<file path="config.mk">
export PLATFORM = sky130hd
export DESIGN_NAME = priority_batch_scheduler_top
export DESIGN_NICKNAME = d
export VERILOG_FILES = /design/src/hw/rtl/pbs_pkg.sv /design/src/hw/rtl/pbs_ram.sv /design/src/hw/rtl/pbs_unit.sv /design/src/hw/rtl/priority_batch_scheduler_top.sv
export SDC_FILE = /design/constraint.sdc
export NUM_CORES = 1
export LEC_CHECK = 0
export BUFFER_PORTS_ARGS = -buffer_cell sky130_fd_sc_hd__buf_2
export CORE_ASPECT_RATIO = 2
export CORE_MARGIN = 2
export CORE_UTILIZATION = 50
export DETAILED_ROUTE_END_ITERATION = 10
export MAX_ROUTING_LAYER = met4
export PLACE_DENSITY = 0.66
export SLEW_MARGIN = 20
export SYNTH_ARGS = -nofsm -noshare
export SYNTH_HDL_FRONTEND = slang
export SYNTH_SLANG_ARGS = --single-unit
export TNS_END_PERCENT = 30
</file>
<file path="constraint.sdc">
create_clock -name clock -period 6.4 [get_ports clock]
set_input_delay 0.64 -clock clock [delete_from_list [all_inputs] [get_ports clock]]
set_output_delay 0.64 -clock clock [all_outputs]
set_load 0.1 [all_outputs]
</file>
<file path="src/hw/rtl/pbs_pkg.sv">
// pbs_pkg: shared widths, codes and record types of the priority batch scheduler
// no dependencies; imported by pbs_unit and priority_batch_scheduler_top
package pbs_pkg;

   localparam int PRIO_W  = 4;
   localparam int BURST_W = 16;
   localparam int ID_W    = 8;
   localparam int TIME_W  = 24;

   localparam logic [TIME_W-1:0] TIME_MAX = {TIME_W{1'b1}};

   localparam logic OP_ADD = 1'b0;
   localparam logic OP_RUN = 1'b1;

   localparam logic STATUS_SCHED = 1'b0;
   localparam logic STATUS_DROP  = 1'b1;

   // one stored task, as held in the table ram
   typedef struct packed {
      logic [PRIO_W-1:0]  prio;
      logic [BURST_W-1:0] burst;
      logic [ID_W-1:0]    id;
   } entry_type;

   localparam int ENTRY_W = $bits(entry_type);

   // what the shared step unit hands back to the sequencer
   typedef struct packed {
      logic [TIME_W-1:0] sum_time;
      logic              shift;
   } unit_res_type;

endpackage

</file>
<file path="src/hw/rtl/pbs_ram.sv">
// pbs_ram: generic single write port, single read port ram with registered read
// no dependencies
module pbs_ram #(
   parameter int WIDTH = 8,
   parameter int DEPTH = 32
) (
   input  logic                     clock,
   input  logic                     wr_en,
   input  logic [$clog2(DEPTH)-1:0] wr_addr,
   input  logic [WIDTH-1:0]         wr_data,
   input  logic [$clog2(DEPTH)-1:0] rd_addr,
   output logic [WIDTH-1:0]         rd_data
);

   logic [WIDTH-1:0] mem [DEPTH];
   logic [WIDTH-1:0] rd_data_ff;

   always_ff @(posedge clock) begin
      if (wr_en) begin
         mem[wr_addr] <= wr_data;
      end
      rd_data_ff <= mem[rd_addr];
   end

   assign rd_data = rd_data_ff;

endmodule

</file>
<file path="src/hw/rtl/pbs_unit.sv">
// pbs_unit: shared step unit, saturating clock advance and priority compare
// depends on pbs_pkg
module pbs_unit (
   input  logic [pbs_pkg::TIME_W-1:0]  time_in,
   input  logic [pbs_pkg::BURST_W-1:0] burst,
   input  logic [pbs_pkg::PRIO_W-1:0]  prio_entry,
   input  logic [pbs_pkg::PRIO_W-1:0]  prio_new,
   output pbs_pkg::unit_res_type       res
);
   import pbs_pkg::*;

   logic [TIME_W:0] sum_wide;

   always_comb begin
      sum_wide     = {1'b0, time_in} + {{(TIME_W + 1 - BURST_W){1'b0}}, burst};
      res.sum_time = sum_wide[TIME_W] ? TIME_MAX : sum_wide[TIME_W-1:0];
      // stored entry moves up one slot when it is not more urgent than the new one
      res.shift    = (prio_entry >= prio_new);
   end

endmodule

</file>
<file path="src/hw/rtl/priority_batch_scheduler_top.sv">
// priority_batch_scheduler_top: task table sorted by priority in one ram, drained on a run
// add: moves lower entries that are not more urgent up one slot, then writes the new task
// run: per task a registered ram read, then execute, then the result waits for rsp_ready
// full-table add: drop item comes the cycle after acceptance; req_ready is low meanwhile
// synchronous active-high reset empties the table, zeroes task ids and clock; no clearing pass
// depends on pbs_pkg, pbs_ram, pbs_unit
module priority_batch_scheduler_top #(
   parameter int MAX_TASKS = 32
) (
   input  logic                        clock,
   input  logic                        reset,
   input  logic                        req_valid,
   output logic                        req_ready,
   input  logic                        req_op,
   input  logic [pbs_pkg::PRIO_W-1:0]  req_task_priority,
   input  logic [pbs_pkg::BURST_W-1:0] req_task_burst,
   output logic                        rsp_valid,
   input  logic                        rsp_ready,
   output logic [pbs_pkg::ID_W-1:0]    rsp_task_id,
   output logic [pbs_pkg::TIME_W-1:0]  rsp_start_time,
   output logic [pbs_pkg::TIME_W-1:0]  rsp_finish_time,
   output logic                        rsp_status,
   output logic                        rsp_last
);
   import pbs_pkg::*;

   localparam int IDX_W = $clog2(MAX_TASKS);
   localparam int CNT_W = $clog2(MAX_TASKS + 1);

   typedef enum logic [5:0] {
      ST_IDLE    = 6'b000001,
      ST_INS_RD  = 6'b000010,
      ST_INS_CMP = 6'b000100,
      ST_RUN_RD  = 6'b001000,
      ST_RUN_EXE = 6'b010000,
      ST_RESP    = 6'b100000
   } state_type;

   state_type          state_ff, state_in;
   logic [IDX_W-1:0]   idx_ff, idx_in;
   logic [CNT_W-1:0]   count_ff, count_in;
   logic [ID_W-1:0]    next_id_ff, next_id_in;
   logic [TIME_W-1:0]  elapsed_ff, elapsed_in;
   logic [PRIO_W-1:0]  new_prio_ff, new_prio_in;
   logic [BURST_W-1:0] new_burst_ff, new_burst_in;

   logic               rsp_valid_ff, rsp_valid_in;
   logic [ID_W-1:0]    rsp_id_ff, rsp_id_in;
   logic [TIME_W-1:0]  rsp_start_ff, rsp_start_in;
   logic [TIME_W-1:0]  rsp_finish_ff, rsp_finish_in;
   logic               rsp_status_ff, rsp_status_in;
   logic               rsp_last_ff, rsp_last_in;

   logic               wr_en;
   logic [IDX_W-1:0]   wr_addr;
   entry_type          wr_data;
   logic [IDX_W-1:0]   rd_addr;
   logic [ENTRY_W-1:0] rd_data;
   entry_type          rd_entry;
   entry_type          new_entry;
   unit_res_type       unit_res;
   logic               full;
   logic               run_last;

   pbs_ram #(
      .WIDTH (ENTRY_W),
      .DEPTH (MAX_TASKS)
   ) u_table (
      .clock   (clock),
      .wr_en   (wr_en),
      .wr_addr (wr_addr),
      .wr_data (wr_data),
      .rd_addr (rd_addr),
      .rd_data (rd_data)
   );

   pbs_unit u_unit (
      .time_in    (elapsed_ff),
      .burst      (rd_entry.burst),
      .prio_entry (rd_entry.prio),
      .prio_new   (new_prio_ff),
      .res        (unit_res)
   );

   assign rd_entry  = entry_type'(rd_data);
   assign new_entry = '{prio: new_prio_ff, burst: new_burst_ff, id: next_id_ff};
   assign full      = (count_ff == CNT_W'(MAX_TASKS));
   assign run_last  = ((CNT_W'(idx_ff) + CNT_W'(1)) == count_ff);

   always_comb begin
      state_in      = state_ff;
      idx_in        = idx_ff;
      count_in      = count_ff;
      next_id_in    = next_id_ff;
      elapsed_in    = elapsed_ff;
      new_prio_in   = new_prio_ff;
      new_burst_in  = new_burst_ff;
      rsp_valid_in  = rsp_valid_ff;
      rsp_id_in     = rsp_id_ff;
      rsp_start_in  = rsp_start_ff;
      rsp_finish_in = rsp_finish_ff;
      rsp_status_in = rsp_status_ff;
      rsp_last_in   = rsp_last_ff;
      wr_en         = 1'b0;
      wr_addr       = idx_ff;
      wr_data       = new_entry;
      rd_addr       = idx_ff;
      req_ready     = (state_ff == ST_IDLE);

      case (state_ff)
         ST_IDLE: begin
            if (req_valid) begin
               if (req_op == OP_ADD) begin
                  if (full) begin
                     rsp_id_in     = next_id_ff;
                     rsp_start_in  = '0;
                     rsp_finish_in = '0;
                     rsp_status_in = STATUS_DROP;
                     rsp_last_in   = 1'b1;
                     rsp_valid_in  = 1'b1;
                     state_in      = ST_RESP;
                  end else begin
                     new_prio_in  = req_task_priority;
                     new_burst_in = req_task_burst;
                     idx_in       = count_ff[IDX_W-1:0];
                     state_in     = ST_INS_RD;
                  end
               end else if (count_ff != '0) begin
                  idx_in   = '0;
                  state_in = ST_RUN_RD;
               end
            end
         end
         ST_INS_RD: begin
            if (idx_ff == '0) begin
               wr_en      = 1'b1;
               count_in   = count_ff + CNT_W'(1);
               next_id_in = next_id_ff + ID_W'(1);
               state_in   = ST_IDLE;
            end else begin
               rd_addr  = idx_ff - IDX_W'(1);
               state_in = ST_INS_CMP;
            end
         end
         ST_INS_CMP: begin
            wr_en = 1'b1;
            if (unit_res.shift) begin
               // move the neighbour below up one slot and keep walking down
               wr_data  = rd_entry;
               idx_in   = idx_ff - IDX_W'(1);
               state_in = ST_INS_RD;
            end else begin
               count_in   = count_ff + CNT_W'(1);
               next_id_in = next_id_ff + ID_W'(1);
               state_in   = ST_IDLE;
            end
         end
         ST_RUN_RD: begin
            state_in = ST_RUN_EXE;
         end
         ST_RUN_EXE: begin
            rsp_id_in     = rd_entry.id;
            rsp_start_in  = elapsed_ff;
            rsp_finish_in = unit_res.sum_time;
            rsp_status_in = STATUS_SCHED;
            rsp_last_in   = run_last;
            rsp_valid_in  = 1'b1;
            elapsed_in    = unit_res.sum_time;
            if (run_last) begin
               count_in = '0;
            end
            state_in = ST_RESP;
         end
         ST_RESP: begin
            if (rsp_ready) begin
               rsp_valid_in = 1'b0;
               if (rsp_last_ff) begin
                  state_in = ST_IDLE;
               end else begin
                  idx_in   = idx_ff + IDX_W'(1);
                  state_in = ST_RUN_RD;
               end
            end
         end
         default: begin
            state_in = ST_IDLE;
         end
      endcase
   end

   always_ff @(posedge clock) begin
      if (reset) begin
         state_ff     <= ST_IDLE;
         idx_ff       <= '0;
         count_ff     <= '0;
         next_id_ff   <= '0;
         elapsed_ff   <= '0;
         rsp_valid_ff <= 1'b0;
      end else begin
         state_ff     <= state_in;
         idx_ff       <= idx_in;
         count_ff     <= count_in;
         next_id_ff   <= next_id_in;
         elapsed_ff   <= elapsed_in;
         rsp_valid_ff <= rsp_valid_in;
      end
      new_prio_ff   <= new_prio_in;
      new_burst_ff  <= new_burst_in;
      rsp_id_ff     <= rsp_id_in;
      rsp_start_ff  <= rsp_start_in;
      rsp_finish_ff <= rsp_finish_in;
      rsp_status_ff <= rsp_status_in;
      rsp_last_ff   <= rsp_last_in;
   end

   assign rsp_valid       = rsp_valid_ff;
   assign rsp_task_id     = rsp_id_ff;
   assign rsp_start_time  = rsp_start_ff;
   assign rsp_finish_time = rsp_finish_ff;
   assign rsp_status      = rsp_status_ff;
   assign rsp_last        = rsp_last_ff;

   a_count_bound: assert property (@(posedge clock) disable iff (reset)
      count_ff <= CNT_W'(MAX_TASKS))
      else $error("task count beyond table depth");

   a_valid_in_resp: assert property (@(posedge clock) disable iff (reset)
      rsp_valid_ff == (state_ff == ST_RESP))
      else $error("result valid outside response state");

   a_drop_when_full: assert property (@(posedge clock) disable iff (reset)
      rsp_valid_ff && (rsp_status_ff == STATUS_DROP) |-> full && rsp_last_ff)
      else $error("drop item without a full table");

   a_run_empties: assert property (@(posedge clock) disable iff (reset)
      rsp_valid_ff && rsp_ready && rsp_last_ff && (rsp_status_ff == STATUS_SCHED)
      |=> count_ff == '0)
      else $error("table not empty after last run item");

   a_clock_monotonic: assert property (@(posedge clock) disable iff (reset)
      1'b1 |=> elapsed_ff >= $past(elapsed_ff))
      else $error("running clock went backwards");

endmodule
</file>
==> metrics, run 1 <==
Tcrit/Tclk final=0.7331; Distinct cells, synth=75; dpl hpwl=68.39 mm; CTS Buf Count=86; Cell Count, Final, Fillers Out=4037; critical path, cell by cell=inv_1 > ha_1 > or4b_1 > and4_1 > or2_4 > nand2_2 > buf_12 > o22ai_1 > nor4_1 > a22oi_1; PostCTS Resize Cnt=0; fin crit period=4692 ps; CTS max path bufs=3; first-pass GRT wire length=171.0 mm; DR pass1 iterations=8; Die X=209.1 um; Worst Setup Start Kind=flop; worst-margin pin slew=1181 ps; Internal Power=12.19 mW; DR iter-0 viols=3027; I/O Pins=85; htree depth=3; peak supply drop=0.2807 mV; Remaining DRCs=0; largest net degree at the start of global routing=101; dpl cells=3878; Yosys warnings=0; synthesized area=42070 sq um; Pleak=15.15 nW; sequential share of the synthesized area=0.7323; Final Max Tran Viols=0; post-route ant nets=0; post-route setup TNS=0 ps; arrival time at the worst endpoint=5200 ps; cell with the largest stage delay on the worst path=nand2_2; vias per std cell=6.332; cts hold-fix bufs=0; Die ar.=86620 sq um; Core Rows=150; Mapped Nets=2887; CTS root buf=clkbuf_16; Hold WS=149.1 ps; Final Util=0.5616; Final Hold Fails=0; cells after synthesis=2833; Final Net Count=2956; gr ovfl total=0; routability cong.=0.8887; CTS sink cnt=1052; Overall Global Routing Usage=0.2831; Synth area leader=edfxtp_1; HP Class=input port to flop; Initial Utilization=0.5038; vias in the first global route=25030; Post-synth EDFFs=974; ys async rst share=0; Final Skew=16.53 ps; CP Data Required Time=6910 ps; port bufs=84; Slew Limit Headroom=0.2107; capturing element type of the critical path=flop; worst stage delay on the critical path=800 ps; clock share of power=0.316; Post-synth top cells=edfxtp_1, nand2_1, a21oi_1; Die Y-Extent=414.2 um; worst skew pair latency=670 ps; total wire length=119.9 mm; area delta synth->final=11.48%; mean area per synthesized cell=14.85 sq um; max cap viols=0; vias=25562; Max Clock Freq=0.2131 GHz; main flop type after synthesis=edfxtp_1; Avg WL per Cell=29.70 um; Final setup viols=0; clk slew on worst S/H paths=70 ps; Fill cells=6397; most common cell in the netlist=edfxtp_1; outcome=completed; part of the power in combinational logic=0.233; initial antenna violation count=5; flops & latches, synth=1052; total core area=83520 sq um; synth top area cells=edfxtp_1, nand2_1, dfxtp_1; CP Class=flop to flop; area share of the largest cell type after synthesis=0.6952; CP Max Fanout=42; worst slack at placement=1730 ps; CTS tree=yes; sequential power share=0.451; share of cells above drive strength 1=0.1518; unrepaired setup endpoints after global routing=false; PD cells=375.2 nW/um^2; Net Sw Power=5.410 mW; switch share=0.3074; fin worst setup slack=1708 ps; setup repair bufs after CTS=0
-- power by group through the flow --
stage	Combinational, mW	Clock [mW]	Sequential (mW)
finish	4.11	5.55	7.94
CTS	4.07	5.61	7.93
floorplan	2.93	0	7.92
global placement	3.98	0	8.08
global route	4.37	5.84	7.93
detailed placement	4.05	0	8.08
-- kinds of logic after synthesis --
| group | after synthesis | share of synthesized area |
|---|---|---|
| simple gates | 775 | 0.08035 |
| fa+ha+maj | 29 | 0.008803 |
| buf+inv | 186 | 0.01954 |
| mux | 253 | 0.07119 |
| flops | 1052 | 0.7323 |
| xor+xnor | 27 | 0.005620 |
| compound gates | 511 | 0.08220 |
-- state kept, by name (all words and copies together), names as in the netlist --
register	flops
u_table.mem	896
u_table.rd_data	28
elapsed_ff	24
rsp_finish_time	24
rsp_start_time	24
new_burst_ff	16
next_id_ff	8
rsp_task_id	8
count_ff	6
state_ff	6
idx_ff	5
new_prio_ff	4
rsp_last	1
rsp_status	1
rsp_valid	1
-- area by class of cell --
class / count / area [sq um] / area share
tap: 1064 / 1331 / 0.02838
clock buffer: 107 / 2345 / 0.04999
clock inverter: 50 / 583.1 / 0.01243
multi-input combinational: 1595 / 10790 / 0.2301
sequential: 1052 / 30810 / 0.6569
timing repair buffer: 145 / 953.4 / 0.02033
antenna: 2 / 5.005 / 0.0001067
inverter: 22 / 82.58 / 0.001761
-- metrics by stage --
stage,power (mW),cell area (sq um)
after floorplan,10.84,42070
after global placement,12.06,43940
after detailed placement,12.13,43950
after CTS,17.60,46880
after global routing,18.14,46900
final,17.60,46900
-- per-layer routing --
metal | global-route usage | wire length [um]
met3 | 0.04013 | 9207
met1 | 0.3181 | 40950
met4 | 0.1427 | 6505
met2 | 0.4921 | 63250
met5 | - | 0
-- final timing paths --
path | cells past startpoint | slack [ps] | startpoint | endpoint
max | 10 | 1710 | idx_ff[0] | u_table.rd_data[16]
min | 1 | 150 | req_task_burst[14] | new_burst_ff[14]
max reg2reg | 10 | 1710 | idx_ff[0] | u_table.rd_data[16]
min reg2reg | 1 | 500 | rsp_valid | rsp_valid
-- critical path: cells and delay by family (launching register included) --
| family | cells | cell delay [ps] |
|---|---|---|
| and+or+nand+nor | 5 | 2870 |
| buffers and inverters | 2 | 580 |
| DFF | 1 | 450 |
| AOI/OAI and AO/OA | 2 | 290 |
| adders and majority gates | 1 | 240 |
-- placed cells by master, fill, tap and decap left out, drive strengths merged, types with 6 or more instances in the layout --
| cell | n |
|---|---|
| a2111oi | 29 |
| a211oi | 17 |
| a21o | 8 |
| a21oi | 188 |
| a221o | 28 |
| a22oi | 29 |
| a311oi | 21 |
| a31oi | 8 |
| a41oi | 6 |
| and2 | 26 |
| and3 | 8 |
| buf | 145 |
| bufinv | 12 |
| clkbuf | 107 |
| clkinv | 28 |
| clkinvlp | 6 |
| dfxtp | 78 |
| edfxtp | 974 |
| ha | 28 |
| inv | 26 |
| mux2 | 80 |
| mux2i | 144 |
| mux4 | 29 |
| nand2 | 457 |
| nand3 | 97 |
| nand4 | 6 |
| nor2 | 105 |
| nor3 | 8 |
| nor4 | 30 |
| o211ai | 6 |
| o21ai | 82 |
| o22ai | 57 |
| or3 | 6 |
| xnor2 | 11 |
| xor2 | 16 |
No activity file was read; power rests on OpenSTA's default activity.
==> run 2: changes to the inputs <==
PLACE_DENSITY = 0.68   (was 0.66)
clock period = 3.9 ns   (was 6.4 ns; I/O delays follow)
==> run 2 against run 1 <==
  * Largest power group unchanged
  * Sequential power increased by 64%
  * Sequential share of layout area decreased by 1.3 points
  * Largest cell class unchanged
  * Die area unchanged
  * Sequential cell count unchanged
  * Clock skew increased by 8.5 ps
  * Routed wire length decreased by 1.5%
  * Global-route usage decreased by 0.42 points
  * Utilization increased by 1.1 points
  * Non-clock buffer count increased by 75
  * Maximum frequency increased by 26%
==> metrics, run 2 (synthesis gave the netlist of run 1 again) <==
fin crit period=3734 ps (-957.3 ps); gr ovfl total=0 (unchanged); Die X=209.1 um (unchanged); CTS sink cnt=1052 (unchanged); vias in the first global route=25699 (+2.7%); fin worst setup slack=165.7 ps (-1543 ps); Final Net Count=3031 (+2.5%); most common cell after layout, fill and taps aside=edfxtp_1; worst slack at placement=224.3 ps (-1506 ps); capturing element type of the critical path=flop; CTS root buf=clkbuf_16; I/O Pins=85 (unchanged); largest net degree at the start of global routing=78 (-23%); vias per std cell=6.320 (-0.19%); PD cells=604.9 nW/um^2 (+61%); CTS tree=yes; worst skew pair latency=690 ps (+20 ps); Top reg by flops=u_table.mem; peak supply drop=0.5506 mV (+96%); Initial Utilization=0.5038 (unchanged); dpl hpwl=68.93 mm (+0.79%); CTS Buf Count=86 (unchanged); post-route setup TNS=0 ps (unchanged); DR pass1 iterations=6 (-2); Hold WS=61.68 ps (-87.45 ps); max cap viols=0 (unchanged); Slew Limit Headroom=0.3037 (+0.09300); total core area=83520 sq um (unchanged); worst stage delay on the critical path=790 ps (about the same); critical path, cell by cell=inv_1 > ha_1 > or4b_1 > nand3_1 > o31a_2 > buf_12 > o21ai_0 > nor4_1 > a22oi_1; Largest register FFs=896 (unchanged); unrepaired setup endpoints after global routing=false; DR iter-0 viols=2735 (-9.6%); arrival time at the worst endpoint=4260 ps (-940 ps); port bufs=84 (unchanged); PostCTS Resize Cnt=0 (unchanged); initial antenna violation count=0 (-5); Avg WL per Cell=28.73 um (-3.3%); area delta synth->final=13.69%; Overall Global Routing Usage=0.2789 (-0.004190); diodes inserted=0 (-2); Worst Setup Start Kind=flop; worst path bufs/invs=2 (unchanged); CP Max Fanout=30 (-29%); Final setup viols=0 (unchanged); Final Hold Fails=0 (unchanged); critical path's top delay family=simple AND/OR/NAND/NOR gates; Die Y-Extent=414.2 um (unchanged); CP Class=flop to flop; Core Rows=150 (unchanged); commonest non-fill, non-tap cells in the layout=edfxtp_1, nand2_1, a21oi_1; Die ar.=86620 sq um (unchanged); Max Clock Freq=0.2678 GHz (+26%); clk slew on worst S/H paths=70 ps (about the same); Pwr Total=28.93 mW (+64%); Final Max Tran Viols=0 (unchanged); Pleak=15.59 nW (+2.9%); htree depth=3 (unchanged); setup repair bufs after CTS=0 (unchanged); cts hold-fix bufs=20 (+20); routability cong.=0.8913 (+0.29%); CTS max path bufs=3 (unchanged); Final Skew=25.07 ps (+8.543 ps); CP Data Required Time=4430 ps (-2480 ps); worst-margin pin slew=1043 ps (-137.8 ps); post-route ant nets=0 (unchanged); first-pass GRT wire length=170.1 mm (-0.53%); HP Class=input port to flop; Tcrit/Tclk final=0.9575 (+0.2244); outcome=completed; total wire length=118.1 mm (-1.5%); share of cells above drive strength 1=0.1684 (+0.01656); vias=25981 (+1.6%); cell with the largest stage delay on the worst path=o31a_2; Remaining DRCs=0 (unchanged)
==> run 2: changes by cell type in the layout (fill, tap and decap cells not counted), moves of 2 or more <==
cell and change:
o21ai_2 +3, clkinv_1 -6, clkinvlp_4 +7, clkinv_2 +3, bufinv_16 -2, clkbuf_16 +2, dlygate4sd3_1 +20, buf_12 +28
clkinv_8 +2, o21ai_4 -3, inv_6 -2, diode_2 -2, clkbuf_8 -2, buf_4 +27
==> run 2: area by class of cell <==
type,instances,area (sq um)
Tap cell,1064,1331
Clock inverter,51,565.5
Sequential cell,1052,30810
Timing Repair Buffer,220,1917
Clock buffer,107,2367
Multi-Input combinational cell,1595,10760
Inverter,22,82.58
Fill cell,6277,35680
==> run 2: where the power goes <==
group          internal [mW]  leakage (nW)  switching (mW)
Sequential              12.7          9.43           0.333
Combinational           2.49          4.76            4.42
Clock                   5.01          1.40            4.02
Total                   20.2          15.6            8.78
==> run 2: routing by layer <==
metal / GRT usage / vias to the layer above / routed length, um / part of all wire
met1: 0.3104 / 13187 / 40740 / 0.34
met4: 0.1352 / 0 / 6143 / 0.052
li1: - / 11127 / - / -
met5: - / - / 0 / 0
met2: 0.4922 / 1343 / 62690 / 0.53
met3: 0.03748 / 324 / 8535 / 0.072
==> run 2: final timing paths <==
check,cells past startpoint,to,start,slack [ps]
setup / recovery,9,u_table.rd_data[8],idx_ff[1],170
setup reg to reg,9,u_table.rd_data[8],idx_ff[1],170
hold / removal,3,rsp_valid,rsp_ready,60
hold reg to reg,2,next_id_ff[5],next_id_ff[5],510
==> run 2: metrics by stage <==
stage / utilization / instance area [sq um] / std cells
4_1_cts: 0.5727 / 47830 / 4111
3_5_place_dp: 0.5352 / 44700 / 3933
2_1_floorplan: - / 42070 / 2833
3_3_place_gp: 0.5352 / 44700 / 3933
5_1_grt: 0.5727 / 47830 / 4111
6_report: 0.5727 / 47830 / 4111
==> run 2: worst min-delay path: cells and delay by family <==
family | cells | cell delay, ps
AND/OR/NAND/NOR | 1 | 60
AO/OA/AOI/OAI | 1 | 130
buffers and inverters | 1 | 90
